### src/rtl/swm_pkg.sv
// Package for the sliding window maximum filter.
// Holds word types and fixed widths; no dependencies.
package swm_pkg;

	localparam int SAMPLE_W = 32;
	localparam int CFG_W    = 7;

	typedef logic signed [SAMPLE_W-1:0] sample_t;
	typedef logic [CFG_W-1:0]           cfg_t;

	// Most negative sample, used to seed the maximum wavefront.
	localparam sample_t SAMPLE_MIN = {1'b1, {(SAMPLE_W-1){1'b0}}};

	typedef struct packed {
		sample_t sample;
		logic    end_of_sequence;
	} in_word_t;

	typedef struct packed {
		sample_t window_max;
		logic    final_result;
	} out_word_t;

endpackage

### src/rtl/swm_cell.sv
// One cell of the history chain: a stored sample and a registered max stage.
// Depends on swm_pkg.
module swm_cell #(
	parameter int MAX_WINDOW = 64,
	parameter int INDEX      = 0
) (
	input  logic                           clk,
	input  logic                           shift,
	input  logic [$clog2(MAX_WINDOW+1)-1:0] k,
	input  swm_pkg::sample_t               sample_in,
	input  swm_pkg::sample_t               max_in,
	output swm_pkg::sample_t               sample_out,
	output swm_pkg::sample_t               max_out
);
	import swm_pkg::*;

	localparam int KW = $clog2(MAX_WINDOW+1);

	sample_t sample_q;
	sample_t max_q;
	logic    in_window;

	// The cell takes part only when it lies inside the current window.
	assign in_window = KW'(INDEX) < k;

	// Samples move one cell down the chain on each accepted word.
	always_ff @(posedge clk) begin
		if (shift) begin
			sample_q <= sample_in;
		end
	end

	// The running maximum moves one cell per cycle.
	always_ff @(posedge clk) begin
		if (in_window && (sample_q > max_in)) begin
			max_q <= sample_q;
		end else begin
			max_q <= max_in;
		end
	end

	assign sample_out = sample_q;
	assign max_out    = max_q;

endmodule

### config.mk
export PLATFORM = sky130hd
export DESIGN_NAME = swm_cell
export DESIGN_NICKNAME = d
export VERILOG_FILES = /design/src/rtl/swm_pkg.sv /design/src/rtl/swm_cell.sv
export SDC_FILE = /design/constraint.sdc
export NUM_CORES = 1
export LEC_CHECK = 0
export ABC_AREA = 1
export BUFFER_PORTS_ARGS = -buffer_cell sky130_fd_sc_hd__buf_2
export CAP_MARGIN = 20
export CORE_MARGIN = 2
export CORE_UTILIZATION = 43
export CTS_BUF_LIST = sky130_fd_sc_hd__clkbuf_4 sky130_fd_sc_hd__clkbuf_8 sky130_fd_sc_hd__clkbuf_16
export DETAILED_ROUTE_END_ITERATION = 8
export GPL_TIMING_DRIVEN = 0
export MAX_ROUTING_LAYER = met4
export PLACE_DENSITY_LB_ADDON = 0.12
export SYNTH_ARGS = -nofsm -noshare
export SYNTH_HDL_FRONTEND = slang
export SYNTH_SLANG_ARGS = --single-unit
### constraint.sdc
create_clock -name clk -period 2 [get_ports clk]
set_clock_uncertainty 0.2 [all_clocks]
set_input_delay 0 -clock clk [delete_from_list [all_inputs] [get_ports clk]]
set_output_delay 0 -clock clk [all_outputs]
set_load 0.01 [all_outputs]
* Yosys cells after proc, flatten, opt, wreduce, memory -nomap -nowiden
Cells that the tools add are included. W data, S select, Z words.
Cells by class: $lt $le $gt $ge 2, muxes and demuxes 1, reduce and logical (&&, ||, !) cells 1
Operators by type and width (count):
- $gt A32 B32 Y1 | 1
- $mux W32 | 1
- $lt A1 B7 Y1 const A | 1
- $logic_and A1 B1 Y1 | 1
Word-level totals: register bits after elaboration 64, output and inout bits 64, input port bits 73

* Logic depth before layout (Yosys ltp)
word-level depth 3, mapped depth 18

* Worst setup path before layout
Ideal clock, no wire load.
kind reg-to-reg, start point reg sample_q[31] (netlist: sample_out[31]), end point reg max_q[21] (netlist: max_out[21]), period minus slack after synthesis 2.183 ns, cell stages (with the launch flop) 11, slack -0.183 ns, setup time 0.059 ns, arrival 1.924 ns, path through edfxtp_1 ha_1 nand2_2 nor2_2 and2_1 nand3b_2 nor2_4 a21oi_2 clkbuf_1 nand4_1 nand2_1
On the way: longest elaborated chain between the ends 3
Ends and longest elaborated chain:
- start: declaration | line swm_cell.sv:19 | sample_t sample_q;
- start signal: assignment | line swm_cell.sv:29 | sample_q <= sample_in;
- $gt A32 B32 Y1 | line swm_cell.sv:35 | if (in_window && (sample_q > max_in)) begin
- $logic_and A1 B1 Y1 | line swm_cell.sv:35
- $mux W32 | line swm_cell.sv:35
- end signal: assignment | line swm_cell.sv:36 | max_q <= sample_q;
- end signal: assignment | line swm_cell.sv:38 | max_q <= max_in;
- end: declaration | line swm_cell.sv:20 | sample_t max_q;
Every way passes these cells. A chain may end at the register's enable or synchronous reset.

* Worst setup path after layout
start point reg sample_q[24] (netlist: sample_out[24]), end point reg max_q[25] (netlist: max_out[25])
Same word-level chain as after synthesis.

==> impl_results.md <==
* Status: complete, but fails checks
* Failing checks: setup timing
* GRT Total Usage at 21.7%
* Switch Pwr at about 1.1 mW
* Setup CP Type: register to register
* Max Cap Violations at 0
* Fin nets at 653
* Yosys Warn Count at 0
* Antenna violations before repair at 0
* Crit-path leading delay family: simple AND/OR/NAND/NOR gates
* GRT overflow at 0
* Fill count at 503
* Slew Viols, Final at 0
* DR vias/cell at 4.66
* Die height at roughly 88 um
* Largest stage delay, worst path at 0.42 ns
* RSZ-0062 raised after global routing: yes
* Ys async rst share at 0%
* Most frequent cell after synthesis: nand2_1
* Antenna Nets Post-Route at 0
* Skew-Pair Late Insertion Delay at 0.33 ns
* HPWL Detailed at 5400 um
* First-pass GRT wire length at 12600 um
* Max clock buf depth at 2
* Top post-synthesis cells by area: edfxtp_1 31%, dfxtp_1 21%, ha_1 13%
* Rel. slew slack at 45.4%
* Sequential power share at 43.3%
* Hold slack at between 0.06 and 0.07 ns
* Die width at 88.3 um
* CTS sink cnt at 64
* Cts bufs inserted at 9
* Clk network pwr share at approximately 28%
* Reg2reg setup slack at -0.24 ns
* H-tree depth at 3
* CP required at 2.06 ns
* Layout area overhead at 64.4%
* Slew @ Worst Pin at about 0.8 ns
* # DRC at 0
* Final Hold Fails at 0
* Vias at 3027
* Ant. Diodes at 0
* Minimum clock period at 2.24 ns
* Crit path launch type: register
* Worst R2R Path Depth at 11
* Most used DFF post-synth: edfxtp_1
* Post-layout util at 73.5%
* Floorplan core area at 0.00683 mm2
* WP data arrival at 2.30 ns
* Slowest CP cell: edfxtp_1
* RR Endpoint: max_out[25]$_DFF_P_
* Root Driver: clkbuf_8
* Final setup vio count at 32
* Die area at 0.00779 mm2
* Pint at 2.71 mW
* Top-area cell type share of the netlist area at 31.5%
* Post-Syn Nets at 426
* CP Launch Point: sample_out[24]$_DFFE_PP_
* Crit end category: register
* I/O Buffers at 136
* Reg-to-reg startpoint: sample_out[24]$_DFFE_PP_
* PwrDens at approximately 760 mW/mm2
* Clk pin slew, worst setup/hold paths at roughly 0.060 ns
* CP dominant cell by count: nand2_1
* Wire per inst at 13.2 um
* Initial Util at 44.7%
* Post-synth top area cell: edfxtp_1
* WP depth at 11
* Vias in the first global route at roughly 3k
* Peak supply drop at 431 uV
* DR pass1 iterations at 4
* Seq/Total Area, Yosys at 52.5%
* Critical path peak fanout at 10
* Total power at 3.83 mW
* # IOs at 137
* Final worst-path cycle share at 112%
* FF+latch count, synth at 64
* Synthesized instance count at 321
* Worst min path class: input pin to register
* Mean post-synth cell area at 9.51 um2
* Combinational Power Share at 29.1%
* Final WL at around 8600 um
* Top post-synthesis cells by count: 98 x nand2_1, 40 x inv_1, 33 x nand4_1
* Mapped Area at 0.00305 mm2
* CTS tree: yes
* Post-synth EDFFs at 32
* GP Congestion at ~0.76
* Largest net degree at the start of global routing at 33
* Worst Setup EP: max_out[25]$_DFF_P_
* Distinct cell type count after synthesis at 26
* LEAKAGE at 2.57 nW
* Layout cells sized above 1 at between 30% and 40%
* Worst-path cell chain: ha_1, nand2_1, nor2_1, and2_4, nand3b_4, nor2_4, buf_6, a21oi_4, clkbuf_4, nand4_1, nand2_1
* Switching Share at 29.2%
* Fmax at 446 MHz
* Final WS setup at -0.240 ns
* Row count at 30
* Initial detailed-routing violation count at 86
* Worst Path Buf+Inv at 2
[cell usage in the layout, fill, tap and decap left out, types with 7 or more instances in the layout]
master	Yosys	final
buf_2	8	138
nand2_1	98	85
dlygate4sd3_1	0	64
inv_1	40	40
nand4_1	33	33
dfxtp_1	32	32
edfxtp_1	32	32
ha_1	32	24
buf_4	0	19
nand2_2	3	15
clkbuf_8	0	12
a21oi_1	14	9
ha_4	0	8
nor2_1	9	7
[worst min-delay path: cells and delay by family]
| kind | cells | cell delay (ns) |
|---|---|---|
| buf+inv | 1 | 0.08 |
| compound gates | 1 | 0.22 |
| simple gates | 3 | 0.27 |
[how the worst min path moves through the flow]
stage	start	to	slack [ns]	depth (start not counted)
CTS	max_in[27]	max_out[27]$_DFF_P_	-0.32	3
finish	k[4]	max_out[0]$_DFF_P_	0.06	5
floorplan	sample_in[0]	sample_out[0]$_DFFE_PP_	-0.10	0
global route	k[3]	max_out[31]$_DFF_P_	0.11	5
detailed placement	sample_in[2]	sample_out[2]$_DFFE_PP_	-0.02	1
global placement	sample_in[1]	sample_out[1]$_DFFE_PP_	-0.02	1
[metrics by stage]
stage	TNS [ns]	instances	worst slack, ns	cell area, um2
floorplan	-3.51	321	-0.117	3070
global placement	-8.44	553	-0.286	3870
detailed placement	-8.91	553	-0.299	3870
CTS	-6.93	636	-0.241	4790
global route	-10.81	649	-0.373	5020
finish	-6.29	649	-0.240	5020
[sequential cells by signal, summed over array words and instances (netlist names)]
name        count
sample_out     32
max_out        32
[cell families after synthesis]
group	share of synthesized area, %
buffers and inverters	7.46
and+or+nand+nor	23.3
adders and majority gates	13.1
AOI/OAI and AO/OA	3.65
DFF	52.5
[power by group through the flow]
stage / Clock (mW) / Combinational, mW / Sequential, mW
after floorplan: 0 / 0.405 / 1.78
after global placement: 0 / 0.878 / 1.68
after detailed placement: 0 / 0.891 / 1.68
after CTS: 1.09 / 1.04 / 1.65
after global routing: 1.13 / 1.23 / 1.68
final: 1.05 / 1.12 / 1.66
[area by class of cell]
| type | instances | area (um2) | area share, % |
|---|---|---|---|
| Inverter | 40 | 150 | 2.99 |
| Clock inverter | 1 | 3.75 | 0.0748 |
| Buffer | 12 | 96.3 | 1.92 |
| Timing Repair Buffer | 216 | 1450 | 28.9 |
| Tap cell | 96 | 120 | 2.39 |
| Multi-Input combinational cell | 205 | 1410 | 28.1 |
| Sequential cell | 64 | 1600 | 31.9 |
| Clock buffer | 15 | 188 | 3.74 |
[timing repair]
action                     in CTS  in global routing
setup endpoints to repair      32                 32
hold buffers                   62                  2
gates resized for setup        21                 21
gates cloned                    1                  0
buffers inserted                4                 11
pin swaps                       3                  1
hold endpoints to repair       64                  2
[layer usage]
metal / routed length, um / vias up / GRT usage [%]
met1: 3550 / 1361 / 24.8
met4: 126 / 0 / 9.50
met2: 4370 / 116 / 36.2
met5: 0 / - / -
met3: 516 / 12 / 5.41
li1: - / 1538 / -
No activity file was read; power rests on OpenSTA's default activity.
