File: src/rtl/swm_pkg.sv
// Package for the sliding window maximum filter.
// Holds word types and fixed widths; no dependencies.
package swm_pkg;

	localparam int SAMPLE_W = 32;
	localparam int CFG_W    = 7;

	typedef logic signed [SAMPLE_W-1:0] sample_t;
	typedef logic [CFG_W-1:0]           cfg_t;

	// Most negative sample, used to seed the maximum wavefront.
	localparam sample_t SAMPLE_MIN = {1'b1, {(SAMPLE_W-1){1'b0}}};

	typedef struct packed {
		sample_t sample;
		logic    end_of_sequence;
	} in_word_t;

	typedef struct packed {
		sample_t window_max;
		logic    final_result;
	} out_word_t;

endpackage

File: src/rtl/swm_if.sv
// Valid/ready channel interfaces for the sliding window maximum filter.
// Depends on swm_pkg for the word types.
interface swm_in_if;
	import swm_pkg::*;
	logic     valid;
	logic     ready;
	in_word_t data;
	modport source (output valid, output data, input ready);
	modport sink (input valid, input data, output ready);
endinterface

interface swm_out_if;
	import swm_pkg::*;
	logic      valid;
	logic      ready;
	out_word_t data;
	modport source (output valid, output data, input ready);
	modport sink (input valid, input data, output ready);
endinterface

File: src/rtl/swm_ctrl.sv
// Controller: handshakes, window register, fill count, scan timing, output register.
// Depends on swm_pkg and the channel interfaces in swm_if.
module swm_ctrl #(
	parameter int MAX_WINDOW = 64
) (
	input  logic                            clk,
	input  logic                            arst_n,
	swm_in_if.sink                          samples,
	swm_out_if.source                       results,
	input  logic                            cfg_we,
	input  swm_pkg::cfg_t                   cfg_wdata,
	input  swm_pkg::sample_t                chain_max,
	output logic                            shift,
	output logic [$clog2(MAX_WINDOW+1)-1:0] k
);
	import swm_pkg::*;

	localparam int KW = $clog2(MAX_WINDOW+1);
	localparam int CW = (KW > CFG_W) ? KW : CFG_W;

	localparam logic [1:0] ST_IDLE = 2'd0;
	localparam logic [1:0] ST_SCAN = 2'd1;

	logic [1:0]    state_q;
	cfg_t          window_q;
	logic [KW-1:0] fill_q;
	logic [KW-1:0] fill_next;
	logic [KW-1:0] cnt_q;
	logic          eos_q;
	logic          out_valid_q;
	out_word_t     out_q;
	logic          produce;
	logic          scan_done;
	logic          out_free;

	// Window length clamped to the chain depth.
	always_comb begin
		if (CW'(window_q) > CW'(MAX_WINDOW)) begin
			k = KW'(MAX_WINDOW);
		end else begin
			k = KW'(window_q);
		end
	end

	assign samples.ready = (state_q == ST_IDLE);
	assign shift         = samples.valid && samples.ready;

	// Saturating fill count including the word being accepted.
	assign fill_next = (fill_q == KW'(MAX_WINDOW)) ? fill_q : fill_q + KW'(1);
	assign produce   = (k != '0) && (fill_next >= k);

	assign out_free  = !out_valid_q || results.ready;
	assign scan_done = (state_q == ST_SCAN) && (cnt_q == KW'(MAX_WINDOW)) && out_free;

	// Window size register.
	always_ff @(posedge clk or negedge arst_n) begin
		if (!arst_n) begin
			window_q <= cfg_t'(1);
		end else if (cfg_we) begin
			window_q <= cfg_wdata;
		end
	end

	// Sequencer: wait for a word; if it yields a result, let the maximum run the whole chain.
	always_ff @(posedge clk or negedge arst_n) begin
		if (!arst_n) begin
			state_q <= ST_IDLE;
			fill_q  <= '0;
			cnt_q   <= '0;
		end else begin
			case (state_q)
				ST_IDLE: begin
					if (shift) begin
						fill_q <= samples.data.end_of_sequence ? '0 : fill_next;
						cnt_q  <= '0;
						if (produce) begin
							state_q <= ST_SCAN;
						end
					end
				end
				ST_SCAN: begin
					if (cnt_q != KW'(MAX_WINDOW)) begin
						cnt_q <= cnt_q + KW'(1);
					end else if (out_free) begin
						state_q <= ST_IDLE;
					end
				end
				default: begin
					state_q <= ST_IDLE;
				end
			endcase
		end
	end

	// End flag of the word under scan.
	always_ff @(posedge clk) begin
		if (shift) begin
			eos_q <= samples.data.end_of_sequence;
		end
	end

	// Output register valid flag.
	always_ff @(posedge clk or negedge arst_n) begin
		if (!arst_n) begin
			out_valid_q <= 1'b0;
		end else if (scan_done) begin
			out_valid_q <= 1'b1;
		end else if (results.ready) begin
			out_valid_q <= 1'b0;
		end
	end

	// Output register payload.
	always_ff @(posedge clk) begin
		if (scan_done) begin
			out_q.window_max   <= chain_max;
			out_q.final_result <= eos_q;
		end
	end

	assign results.valid = out_valid_q;
	assign results.data  = out_q;

endmodule
File: src/flat_wrapper.sv
// flat-port wrapper written by rule: the top's interface ports become plain ports
module swm_ctrl_flat import swm_pkg::*;
#(
	parameter int MAX_WINDOW = 64
)
  (clk, arst_n, cfg_we, cfg_wdata, chain_max, shift, k, samples_valid, samples_data, samples_ready, results_valid, results_data, results_ready);
  swm_in_if samples_i ();
  swm_out_if results_i ();
  input  logic clk;
  input  logic arst_n;
  input  logic cfg_we;
  input  swm_pkg::cfg_t cfg_wdata;
  input  swm_pkg::sample_t chain_max;
  output logic shift;
  output logic [$clog2(MAX_WINDOW+1)-1:0] k;
  input wire logic [$bits(samples_i.valid)-1:0] samples_valid;
  input wire logic [$bits(samples_i.data)-1:0] samples_data;
  output wire logic [$bits(samples_i.ready)-1:0] samples_ready;
  output wire logic [$bits(results_i.valid)-1:0] results_valid;
  output wire logic [$bits(results_i.data)-1:0] results_data;
  input wire logic [$bits(results_i.ready)-1:0] results_ready;
  assign samples_i.valid = samples_valid;
  assign samples_i.data = samples_data;
  assign samples_ready = samples_i.ready;
  assign results_valid = results_i.valid;
  assign results_data = results_i.data;
  assign results_i.ready = results_ready;
  swm_ctrl #(.MAX_WINDOW(MAX_WINDOW)) u_core (.clk(clk), .arst_n(arst_n), .samples(samples_i), .results(results_i), .cfg_we(cfg_we), .cfg_wdata(cfg_wdata), .chain_max(chain_max), .shift(shift), .k(k));
endmodule
File: config.mk
export PLATFORM = sky130hd
export DESIGN_NAME = swm_ctrl_flat
export DESIGN_NICKNAME = d
export VERILOG_FILES = /design/src/rtl/swm_pkg.sv /design/src/rtl/swm_if.sv /design/src/rtl/swm_ctrl.sv /design/src/flat_wrapper.sv
export SDC_FILE = /design/constraint.sdc
export NUM_CORES = 1
export LEC_CHECK = 0
export ABC_AREA = 1
export BUFFER_PORTS_ARGS = -buffer_cell sky130_fd_sc_hd__buf_2
export CAP_MARGIN = 15
export CORE_MARGIN = 2
export CORE_UTILIZATION = 25
export DETAILED_ROUTE_END_ITERATION = 10
export GPL_ROUTABILITY_DRIVEN = 0
export SYNTH_ARGS = -nofsm -noshare
export SYNTH_HDL_FRONTEND = slang
export SYNTH_SLANG_ARGS = --single-unit
File: constraint.sdc
create_clock -name clk -period 8.1 [get_ports clk]
set_clock_uncertainty 0.15 [all_clocks]
set_input_delay 0.81 -clock clk [delete_from_list [all_inputs] [get_ports clk]]
set_output_delay 0.81 -clock clk [all_outputs]
set_load 0.05 [all_outputs]
* Word-level counts from Yosys, hierarchy flattened *
Cells that the tools add are included.

word-level totals
  flip-flop bits (word level) = 58
  input port bits = 77
  output and inout bits = 43
  logic and storage cells = 47

operators by class
  $add $sub $neg = 2
  order comparisons = 2
  equality and inequality tests = 9
  mux-type cells = 13
  reductions and logical operators = 13

operator list
  operator                                                               number
  7-bit 2-to-1 mux                                                       5
  7-bit by 1-bit adder with 7-bit output, second input constant          2
  7-bit equality test, second input constant                             2
  7-bit case mux with 2 select lines                                     1
  2-bit 2-to-1 mux                                                       4
  2-bit != test, second input constant                                   4
  7-bit >= comparator                                                    1
  7-bit > comparator, second input constant                              1
  7-bit != test, second input constant                                   1
  7-bit nonzero test                                                     1
  1-bit logical AND                                                      4
  2-bit case mux with 2 select lines                                     1
  4-bit AND reduction                                                    1
  2-bit nonzero test                                                     2
  3-bit AND reduction                                                    1
  2-bit by 1-bit equality test with 1-bit output, second input constant  1
  2-bit zero test                                                        1
  1-bit 2-to-1 mux                                                       2
  2-bit by 1-bit != test with 1-bit output, second input constant        1
  2-bit AND reduction                                                    1
  1-bit zero test                                                        1
  1-bit logical OR                                                       1

* Logic depth before layout (Yosys ltp) *
Gate-level depths: netlist (run 1).

  depth after elaboration = 7
  gate-level depth with buffers = 13
  mapped depth without buffers = 13

* Least setup slack after synthesis (run 1) *
Ideal clock, no wire load.

  path type = in2reg
  start = in results_ready
  end = reg u_core.out_q, in the netlist u_core.results.data[0], enable pin
  setup time = 0.467 ns
  arrival time = 3.185 ns
  required time = 7.483 ns
  slack = 4.299 ns
  stages = 2
  path buffers = 0
  path through = nor2_1 > nor3_1

on the way
  cells in the longest elaborated chain, start to end = 2

ends and longest elaborated chain
  element                     RTL line            RTL
  start: declaration          flat_wrapper.sv:21  input wire logic [$bits(results_i.ready)-1:0] results_ready;
  1-bit logical OR            swm_ctrl.sv:52      assign out_free = !out_valid_q || results.ready;
  1-bit logical AND           swm_ctrl.sv:53      assign scan_done = (state_q == ST_SCAN) && (cnt_q == KW'(MAX_WINDOW)) && out_free;
  named net u_core.scan_done  swm_ctrl.sv:33      logic scan_done;
  end: declaration            swm_ctrl.sv:31      out_word_t out_q;

The timed path passes the listed nets, and every way through them passes these cells.
A chain may end at the register's enable or synchronous reset.

* Worst setup path in the final report (run 1) *
  start = reg u_core.window_q[4]
  end = out k[5]

on the way
  cells in the longest elaborated chain, start to end = 2

ends and longest elaborated chain
  element                   RTL line            RTL
  start: declaration        swm_ctrl.sv:25      cfg_t window_q;
  start signal: assignment  swm_ctrl.sv:58      window_q <= cfg_t'(1);
  start signal: assignment  swm_ctrl.sv:60      window_q <= cfg_wdata;
  7-bit > comparator        swm_ctrl.sv:38      if (CW'(window_q) > CW'(MAX_WINDOW)) begin
  7-bit 2-to-1 mux          swm_ctrl.sv:38
  end: declaration          flat_wrapper.sv:15  output logic [$clog2(MAX_WINDOW+1)-1:0] k;

No other way between the ends.

==> results.sh, run 1 <==
export IMPL_outcome="completed"
export IMPL_ctsHoldBuffers=0
export IMPL_die_y_um=104
export IMPL_combinationalPowerShare_pct=30.7
export IMPL_drt_iter0_markers=71
export IMPL_cts_sinks=57
export IMPL_area_delta_synth_final_pct=32.3
export IMPL_grtUsageTotal_pct=11.3
export IMPL_antenna_cells=0
export IMPL_drive_above_1_share_pct=36.0
export IMPL_rrSetupSlack_ns=5.82
export IMPL_avgSynthCellArea_um2=10.9
export IMPL_final_util_pct=33.8
export IMPL_std_cell_rows=36
export IMPL_cp_max_fo=4
export IMPL_drtPass1Iterations=5
export IMPL_die_area_mm2=0.0108
export IMPL_post_route_period_util_pct=30.5
export IMPL_period_minus_slack_ns=2.47
export IMPL_cts_buffer_depth=2
export IMPL_leakagePower_nw=1.55
export IMPL_layout_common_cells="buf_2 (87), inv_1 (40), nand2_1 (38)"
export IMPL_end_kind="primary output"
export IMPL_io_pins=120
export IMPL_grt_pass1_wl_mm=9.38
export IMPL_initial_core_util_pct=25.5
export IMPL_final_common_cell="buf_2"
export IMPL_n_fill_cell=1022
export IMPL_worstSetupStartpointType="flop"
export IMPL_viasPerCell=4.14
export IMPL_syn_num_nets=317
export IMPL_slew_headroom_pct=62.7
export IMPL_min_from="u_core.eos_q"
export IMPL_rsz0062_at_grt="no"
export IMPL_syn_inst=229
export IMPL_switching_power_mw=0.345
export IMPL_setup_viol=0
export IMPL_critical_path_required_ns=7.14
export IMPL_overflow=0
export IMPL_cts_buffers=9
export IMPL_drv_cap=0
export IMPL_setup_tns_ns=0
export IMPL_antenna_found_initial=0
export IMPL_grt_pass1_vias=1938
export IMPL_die_w_um=104
export IMPL_irDropWorstVdd_uv=83.6
export IMPL_critPathTopFamily="simple AND/OR/NAND/NOR gates"
export IMPL_cp_startpoint="u_core.window_q[4]"
export IMPL_ys_types=24
export IMPL_ctsHtreeMaxLevel=3
export IMPL_cp_endpoint="k[5]"
export IMPL_cts_tree="done"
export IMPL_clk_latency_ns=0.34
export IMPL_hpwl_mm=4.30
export IMPL_io_buffers=87
export IMPL_seq_area_frac_synth_pct=64.3
export IMPL_path_clk_slew_ns=0.06
export IMPL_r2r_cells=12
export IMPL_synthesis_area_mm2=0.00248
export IMPL_hp_class="reg -> reg"
export IMPL_drt_wl_total_mm=5.59
export IMPL_yosys_warnings=0
export IMPL_power_share_clock_pct=27.4
export IMPL_pwr_share_seq_pct=42.0
export IMPL_r2r_start="u_core.fill_q[0]"
export IMPL_cts_resized=0
export IMPL_num_vias=1920
export IMPL_tightest_slew_ns=0.559
export IMPL_cp_cell_sequence="nor2_1 -> nand3_1 -> nand2_1 -> inv_1 -> nor2_1 -> buf_2"
export IMPL_crit_buf_inv=2
export IMPL_power_internal_mw=0.594
export IMPL_core_area_mm2=0.00973
export IMPL_p_per_area_mw_per_mm2=286
export IMPL_root_buffer="clkbuf_8"
export IMPL_ant_nets=0
export IMPL_slowest_stage="dfrtp_1"
export IMPL_ys_seq_elements=57
export IMPL_cpPeakStageDelay_ns=0.38
export IMPL_grt_max_degree=33
export IMPL_drc=0
export IMPL_total_power_mw=0.939
export IMPL_fin_nets=414
export IMPL_r2r_end="u_core.state_q[0]"
export IMPL_cp_depth=6
export IMPL_critical_path_class="reg -> out"
export IMPL_cts_setup_buffers=0
export IMPL_sw_frac_of_total_pct=36.8
export IMPL_cp_arrival_ns=1.51
export IMPL_timing_final_hold_violations=0
export IMPL_post_drt_wl_per_cell_um=12.0
export IMPL_maxSlewViolCount=0
export IMPL_max_freq_mhz=405
export IMPL_path_common_cell="nor2_1"
-- cell usage after synthesis (all sizes together) --
master	number	area [um2]
dfstp	1	26.3
inv	42	158
edfxtp	34	1020
a21oi	3	15.0
nor3	1	5.00
nand3	11	60.1
nand2	40	155
nor2	27	119
nand4	5	43.8
ha	11	138
o21ai	21	120
xnor2	1	8.76
xor2	3	26.3
o22ai	5	31.3
dfrtp	22	551
clkbuf	2	7.51
-- cell families after synthesis --
group	share of synthesized area [%]
simple gates	15.4
flops	64.3
buf+inv	6.65
compound gates	6.70
fa+ha+maj	5.54
xor+xnor	1.41
-- layout make-up --
type,count,area (um2),share of cell area [%]
clock buffers,9,124,3.77
clock inverters,7,71.3,2.17
inverters,42,158,4.80
multi-input cells,128,727,22.1
flip-flops and latches,57,1600,48.6
well taps,133,166,5.06
repair buffers,88,443,13.5
-- worst min-delay path by stage --
stage               slack (ns)  cells past startpoint                     end
finish                    0.28                      0  u_core.results.data[0]
global route              0.29                      0  u_core.results.data[0]
CTS                       0.28                      0  u_core.results.data[0]
detailed placement        0.26                      0  u_core.results.data[0]
global placement          0.26                      0  u_core.results.data[0]
floorplan                 0.25                      0  u_core.results.data[0]
-- worst reg2reg max path, cell delays in order, from the launching register on --
cell and delay, ns:
dfrtp_1 0.43, ha_1 0.24, nand2_1 0.09, inv_1 0.06, nand4_1 0.09, xor2_1 0.21, ha_1 0.29, nand2_1 0.10
inv_1 0.04, a21oi_1 0.15, nand3_1 0.14, nand2_1 0.09, a21oi_1 0.07
-- registers in the layout (all words and copies together) (netlist names) --
register and count:
u_core.eos_q 1, u_core.results.data 33, u_core.fill_q 7, u_core.window_q 7, u_core.state_q 1, u_core.cnt_q 7
u_core.results.valid 1
-- power groups by stage --
| stage | clock, mW | combinational, mW | sequential (mW) |
|---|---|---|---|
| 6_report | 0.257 | 0.288 | 0.394 |
| 5_1_grt | 0.284 | 0.335 | 0.401 |
| 4_1_cts | 0.267 | 0.292 | 0.394 |
| 3_5_place_dp | 0 | 0.290 | 0.399 |
| 3_3_place_gp | 0 | 0.279 | 0.397 |
| 2_1_floorplan | 0 | 0.206 | 0.405 |
-- per-layer routing --
layer,up-vias,global-route usage (%),part of all wire (%)
met2,96,17.9,46
met5,-,0,0
li1,942,-,-
met3,9,5.48,9.8
met4,0,3.76,1.4
met1,873,13.4,42
-- through the flow --
stage | hold slack, ns | setup slack (ns) | std cells | instance area [um2]
5_1_grt | 0.287 | 5.50 | 464 | 3290
3_5_place_dp | 0.264 | 5.64 | 448 | 3090
2_1_floorplan | 0.250 | 4.30 | 229 | 2480
6_report | 0.276 | 5.63 | 464 | 3290
3_3_place_gp | 0.261 | 5.64 | 448 | 3090
4_1_cts | 0.280 | 5.58 | 464 | 3290
Note: power is estimated with default switching activity, not from simulation.
==> inputs of run 2 (changes only) <==
==> constraint.sdc (replaced) <==
create_clock -name clk -period 2.35 [get_ports clk]
set_clock_uncertainty 0.15 [all_clocks]
set_input_delay 0.235 -clock clk [delete_from_list [all_inputs] [get_ports clk]]
set_output_delay 0.235 -clock clk [all_outputs]
set_load 0.05 [all_outputs]
==> results.sh, run 2 (synthesis results as in run 1) <==
export IMPL_maxSlewViolCount=0
export IMPL_tightest_slew_ns=0.577
export IMPL_cts_buffers=9
export IMPL_viasPerCell=4.09
export IMPL_finalInstanceArea_mm2=0.00379
export IMPL_r2r_start="u_core.fill_q[1]"
export IMPL_period_minus_slack_ns=2.17
export IMPL_grt_busiest_layer="met2"
export IMPL_area_delta_synth_final_pct=52.4
export IMPL_largest_reg_flops=33
export IMPL_ant_nets=0
export IMPL_antenna_cells=0
export IMPL_die_w_um=104
export IMPL_total_power_mw=3.44
export IMPL_pre_cts_ws_ns=0.120
export IMPL_end_kind="flop"
export IMPL_path_clk_slew_ns=0.07
export IMPL_cp_max_fo=4
export IMPL_drv_cap=0
export IMPL_rrSetupSlack_ns=0.18
export IMPL_r2r_end="u_core.state_q[0]"
export IMPL_timing_final_hold_violations=0
export IMPL_cp_startpoint="u_core.fill_q[1]"
export IMPL_irDropWorstVdd_uv=308
export IMPL_setup_tns_ns=0
export IMPL_drive_above_1_share_pct=34.6
export IMPL_outcome="completed"
export IMPL_num_vias=2072
export IMPL_overflow=0
export IMPL_final_common_cell="buf_2"
export IMPL_ctsHtreeMaxLevel=3
export IMPL_leakagePower_nw=1.73
export IMPL_post_route_period_util_pct=92.3
export IMPL_die_area_mm2=0.0108
export IMPL_drt_wl_total_mm=6.11
export IMPL_hpwl_mm=4.28
export IMPL_final_util_pct=38.9
export IMPL_layout_common_cells="buf_2 (87), dlygate4sd3_1 (42), inv_1 (39)"
export IMPL_grtUsageMet2_pct=19.4
export IMPL_cp_endpoint="u_core.state_q[0]"
export IMPL_grt_pass1_wl_mm=9.92
export IMPL_fin_nets=456
export IMPL_die_y_um=104
export IMPL_place_area_mm2=0.00312
export IMPL_p_per_area_mw_per_mm2=909
export IMPL_clk_latency_ns=0.34
export IMPL_drc=0
export IMPL_r2r_cells=11
export IMPL_critical_path_class="reg -> reg"
export IMPL_critical_path_required_ns=2.41
export IMPL_antenna_found_initial=0
export IMPL_cts_sinks=57
export IMPL_hp_class="in -> reg"
export IMPL_core_area_mm2=0.00973
export IMPL_slew_headroom_pct=61.5
export IMPL_post_drt_wl_per_cell_um=12.1
export IMPL_drtPass1Iterations=4
export IMPL_root_buffer="clkbuf_8"
export IMPL_grt_util_met1_pct=13.8
export IMPL_io_buffers=87
export IMPL_grt_util_met3_pct=4.53
export IMPL_std_cell_rows=36
export IMPL_cp_arrival_ns=2.23
export IMPL_cts_tree="done"
export IMPL_max_freq_mhz=461
export IMPL_initial_core_util_pct=25.5
export IMPL_io_pins=120
export IMPL_fin_ws_ns=0.182
export IMPL_setup_viol=0
export IMPL_grtUsageTotal_pct=11.9
export IMPL_drt_iter0_markers=81
export IMPL_grt_max_degree=31
export IMPL_n_fill_cell=962
export IMPL_cts_setup_buffers=0
export IMPL_grt_pass1_vias=2077
export IMPL_cts_buffer_depth=2
export IMPL_worstSetupStartpointType="flop"
## run 2: changes by cell type in the layout (fill, tap and decap cells not counted), moves of 2 or more
cell           delta
dlygate4sd3_1    +42
clkinvlp_4        -2
ha_1              -2
nor2_1            -4
nor2_2            +4
## run 2: final cells by class
type | instances | area, um2 | area share, %
Sequential cell | 57 | 1600 | 42.2
Timing Repair Buffer | 130 | 876 | 23.1
Multi-Input combinational cell | 128 | 768 | 20.3
Tap cell | 133 | 166 | 4.39
Inverter | 42 | 158 | 4.16
Clock buffer | 11 | 141 | 3.73
Clock inverter | 5 | 78.8 | 2.08
## run 2: layer usage
| metal | up-vias | routed length [um] |
|---|---|---|
| met5 | - | 0 |
| met4 | 0 | 135 |
| met3 | 11 | 428 |
| met2 | 76 | 2840 |
| met1 | 956 | 2710 |
| li1 | 1029 | - |
## run 2: stage by stage
stage | hold WS (ns) | std cells
6_report | 0.0982 | 506
4_1_cts | 0.0875 | 506
2_1_floorplan | -0.211 | 229
5_1_grt | 0.115 | 506
3_3_place_gp | 0.107 | 448
3_5_place_dp | 0.117 | 448
## run 2: worst min-delay path by stage
stage           start              endpoint  slack [ns]  cells past startpoint
6_report       cfg_we    u_core.window_q[0]         0.1                      2
5_1_grt        cfg_we    u_core.window_q[0]        0.11                      3
4_1_cts        cfg_we    u_core.window_q[0]        0.09                      2
3_5_place_dp   arst_n  u_core.results.valid        0.12                      1
3_3_place_gp   arst_n  u_core.results.valid        0.11                      1
2_1_floorplan  arst_n       u_core.cnt_q[0]       -0.21                      0
## run 2: power by group
group	total [mW]	internal (mW)	switching, mW	leakage, nW
Clock	1.02	0.624	0.395	0.113
Sequential	1.36	1.22	0.145	0.589
Combinational	1.06	0.404	0.659	1.03
## run 2: worst max-delay path, stage by stage, from the launching register on
cell and delay (ns):
dfrtp_1 0.42, inv_1 0.13, ha_1 0.17, nand4_2 0.16, xor2_1 0.29, ha_1 0.29, nand2_1 0.06, nor2_1 0.04
nand3_1 0.05, nand3_1 0.09, nand2_1 0.10, a21oi_1 0.08
## run 2: timing repair
action | CTS | global route
hold endpoints to repair | 63 | 0
setup endpoints to repair | 0 | 1
resized for setup | 0 | 6
hold buffers | 42 | 0
==> inputs of run 3 (changes only) <==
--- a/config.mk
+++ b/config.mk
@@ -12,6 +12,7 @@
 export CORE_UTILIZATION = 25
 export DETAILED_ROUTE_END_ITERATION = 10
 export GPL_ROUTABILITY_DRIVEN = 0
+export SETUP_SLACK_MARGIN = 0.4
 export SYNTH_ARGS = -nofsm -noshare
 export SYNTH_HDL_FRONTEND = slang
 export SYNTH_SLANG_ARGS = --single-unit
==> results.sh, run 3 (synthesis results as in run 1) <==
export IMPL_outcome="completed"
export IMPL_period_minus_slack_ns=2.12
export IMPL_layout_common_cells="buf_2 (83), dlygate4sd3_1 (42), inv_1 (37)"
export IMPL_r2r_cells=12
export IMPL_end_kind="flop"
export IMPL_grt_pass1_wl_mm=10.1
export IMPL_drtPass1Iterations=4
export IMPL_combinationalPowerShare_pct=33.9
export IMPL_grt_pass1_vias=2175
export IMPL_tightest_slew_ns=0.572
export IMPL_p_per_area_mw_per_mm2=912
export IMPL_drive_above_1_share_pct=38.6
export IMPL_leakagePower_nw=1.76
export IMPL_largest_reg_flops=33
export IMPL_die_w_um=104
export IMPL_hold_depth=3
export IMPL_min_from="cfg_we"
export IMPL_io_buffers=87
export IMPL_overflow=0
export IMPL_power_internal_mw=2.29
export IMPL_worstSetupStartpointType="flop"
export IMPL_critical_path_class="reg -> reg"
export IMPL_path_clk_slew_ns=0.07
export IMPL_whs_endpoint="u_core.window_q[0]"
export IMPL_antenna_found_initial=0
export IMPL_switching_power_mw=1.27
export IMPL_slew_headroom_pct=61.9
export IMPL_cts_sinks=57
export IMPL_die_area_mm2=0.0108
export IMPL_r2r_end="u_core.state_q[0]"
export IMPL_ctsHtreeMaxLevel=3
export IMPL_rsz0062_at_grt="yes"
export IMPL_post_route_period_util_pct=90.2
export IMPL_drt_iter0_markers=104
export IMPL_num_vias=2067
export IMPL_cts_buffers=9
export IMPL_irDropWorstVdd_uv=295
export IMPL_die_y_um=104
export IMPL_max_freq_mhz=472
export IMPL_final_common_cell="buf_2"
export IMPL_cts_buffer_depth=2
export IMPL_drt_wl_total_mm=5.95
export IMPL_hp_class="in -> reg"
export IMPL_grtUsageTotal_pct=11.7
export IMPL_ant_nets=0
export IMPL_drc=0
export IMPL_antenna_cells=0
export IMPL_rrSetupSlack_ns=0.23
export IMPL_clk_latency_ns=0.33
export IMPL_critical_path_required_ns=2.41
export IMPL_io_pins=120
export IMPL_cts_tree="done"
export IMPL_std_cell_rows=36
export IMPL_sw_frac_of_total_pct=35.6
export IMPL_instances_no_fill=511
export IMPL_setup_tns_ns=0
export IMPL_cp_arrival_ns=2.18
export IMPL_route_met3_wl_um=317
export IMPL_highest_layer="met4"
export IMPL_wl_met2_mm=2.81
export IMPL_post_drt_wl_per_cell_um=11.6
export IMPL_power_share_clock_pct=28.0
export IMPL_hpwl_mm=4.14
export IMPL_wl_met1_mm=2.68
export IMPL_placedCellCount=448
export IMPL_pwr_share_seq_pct=38.1
export IMPL_setup_viol=0
export IMPL_core_area_mm2=0.00973
export IMPL_drv_cap=0
export IMPL_grt_max_degree=34
export IMPL_maxSlewViolCount=0
export IMPL_initial_core_util_pct=25.5
export IMPL_timing_final_hold_violations=0
export IMPL_fin_nets=461
export IMPL_area_delta_synth_final_pct=57.2
export IMPL_r2r_start="u_core.fill_q[0]"
export IMPL_viasPerCell=4.05
export IMPL_cp_max_fo=4
export IMPL_root_buffer="clkbuf_8"
## run 3: what timing repair did
| item | 4_1_cts | 5_1_grt |
|---|---|---|
| gates resized for setup | 4 | 10 |
| endpoints found under the hold margin | 63 | 0 |
| hold buffers | 42 | 0 |
| setup buffers | 4 | 1 |
| endpoints found under the setup margin | 1 | 5 |
| pin swaps | 6 | 8 |
## run 3: worst max path at each step
stage / from / endpoint / slack [ns] / depth (start not counted)
2_1_floorplan: u_core.state_q[0] / u_core.results.data[0] / 0.15 / 2
3_3_place_gp: u_core.fill_q[0] / u_core.state_q[0] / 0.19 / 12
3_5_place_dp: u_core.fill_q[0] / u_core.state_q[0] / 0.16 / 12
4_1_cts: u_core.fill_q[0] / u_core.state_q[0] / 0.20 / 12
5_1_grt: u_core.fill_q[0] / u_core.state_q[0] / 0.09 / 12
6_report: u_core.fill_q[0] / u_core.state_q[0] / 0.23 / 12
## run 3: worst max-delay path, cell delays in order, from the launching register on
cell	delay, ns
dfrtp_1	0.40
ha_2	0.21
nand2_2	0.06
inv_2	0.06
nand4_1	0.08
xor2_1	0.23
ha_1	0.32
nand2_2	0.10
inv_1	0.05
a21oi_2	0.10
nand3_1	0.10
nand2_2	0.09
a21oi_2	0.05
## run 3: routing by layer
layer | vias up | track usage [%]
li1 | 1036 | -
met1 | 945 | 13.9
met2 | 76 | 19.6
met3 | 10 | 2.96
met4 | 0 | 6.18
met5 | - | 0
## run 3: stage by stage
step                      cell area (um2)  power [mW]  util (%)  hold WS [ns]  setup WS [ns]
after CTS                            3860        3.54      39.7        0.0542          0.196
after global routing                 3910        3.82      40.1        0.0914         0.0905
after global placement               3180        2.39      32.7         0.113          0.194
final                                3910        3.56      40.1        0.0645          0.230
after floorplan                      2570        2.17         -        -0.211          0.151
after detailed placement             3180        2.44      32.7         0.113          0.158
## run 3: layout make-up
class / count / area, um2
sequential: 57 / 1600
inverter: 42 / 160
tap: 133 / 166
clock inverter: 7 / 93.8
timing repair buffer: 135 / 923
fill: 942 / 5820
multi-input combinational: 128 / 841
clock buffer: 9 / 124
## run 3: power by group through the flow
stage | clock [mW] | combinational (mW) | sequential [mW]
final | 0.998 | 1.21 | 1.36
after global routing | 1.07 | 1.38 | 1.38
after CTS | 1.03 | 1.15 | 1.36
after detailed placement | 0 | 1.07 | 1.38
after global placement | 0 | 1.02 | 1.37
after floorplan | 0 | 0.770 | 1.40
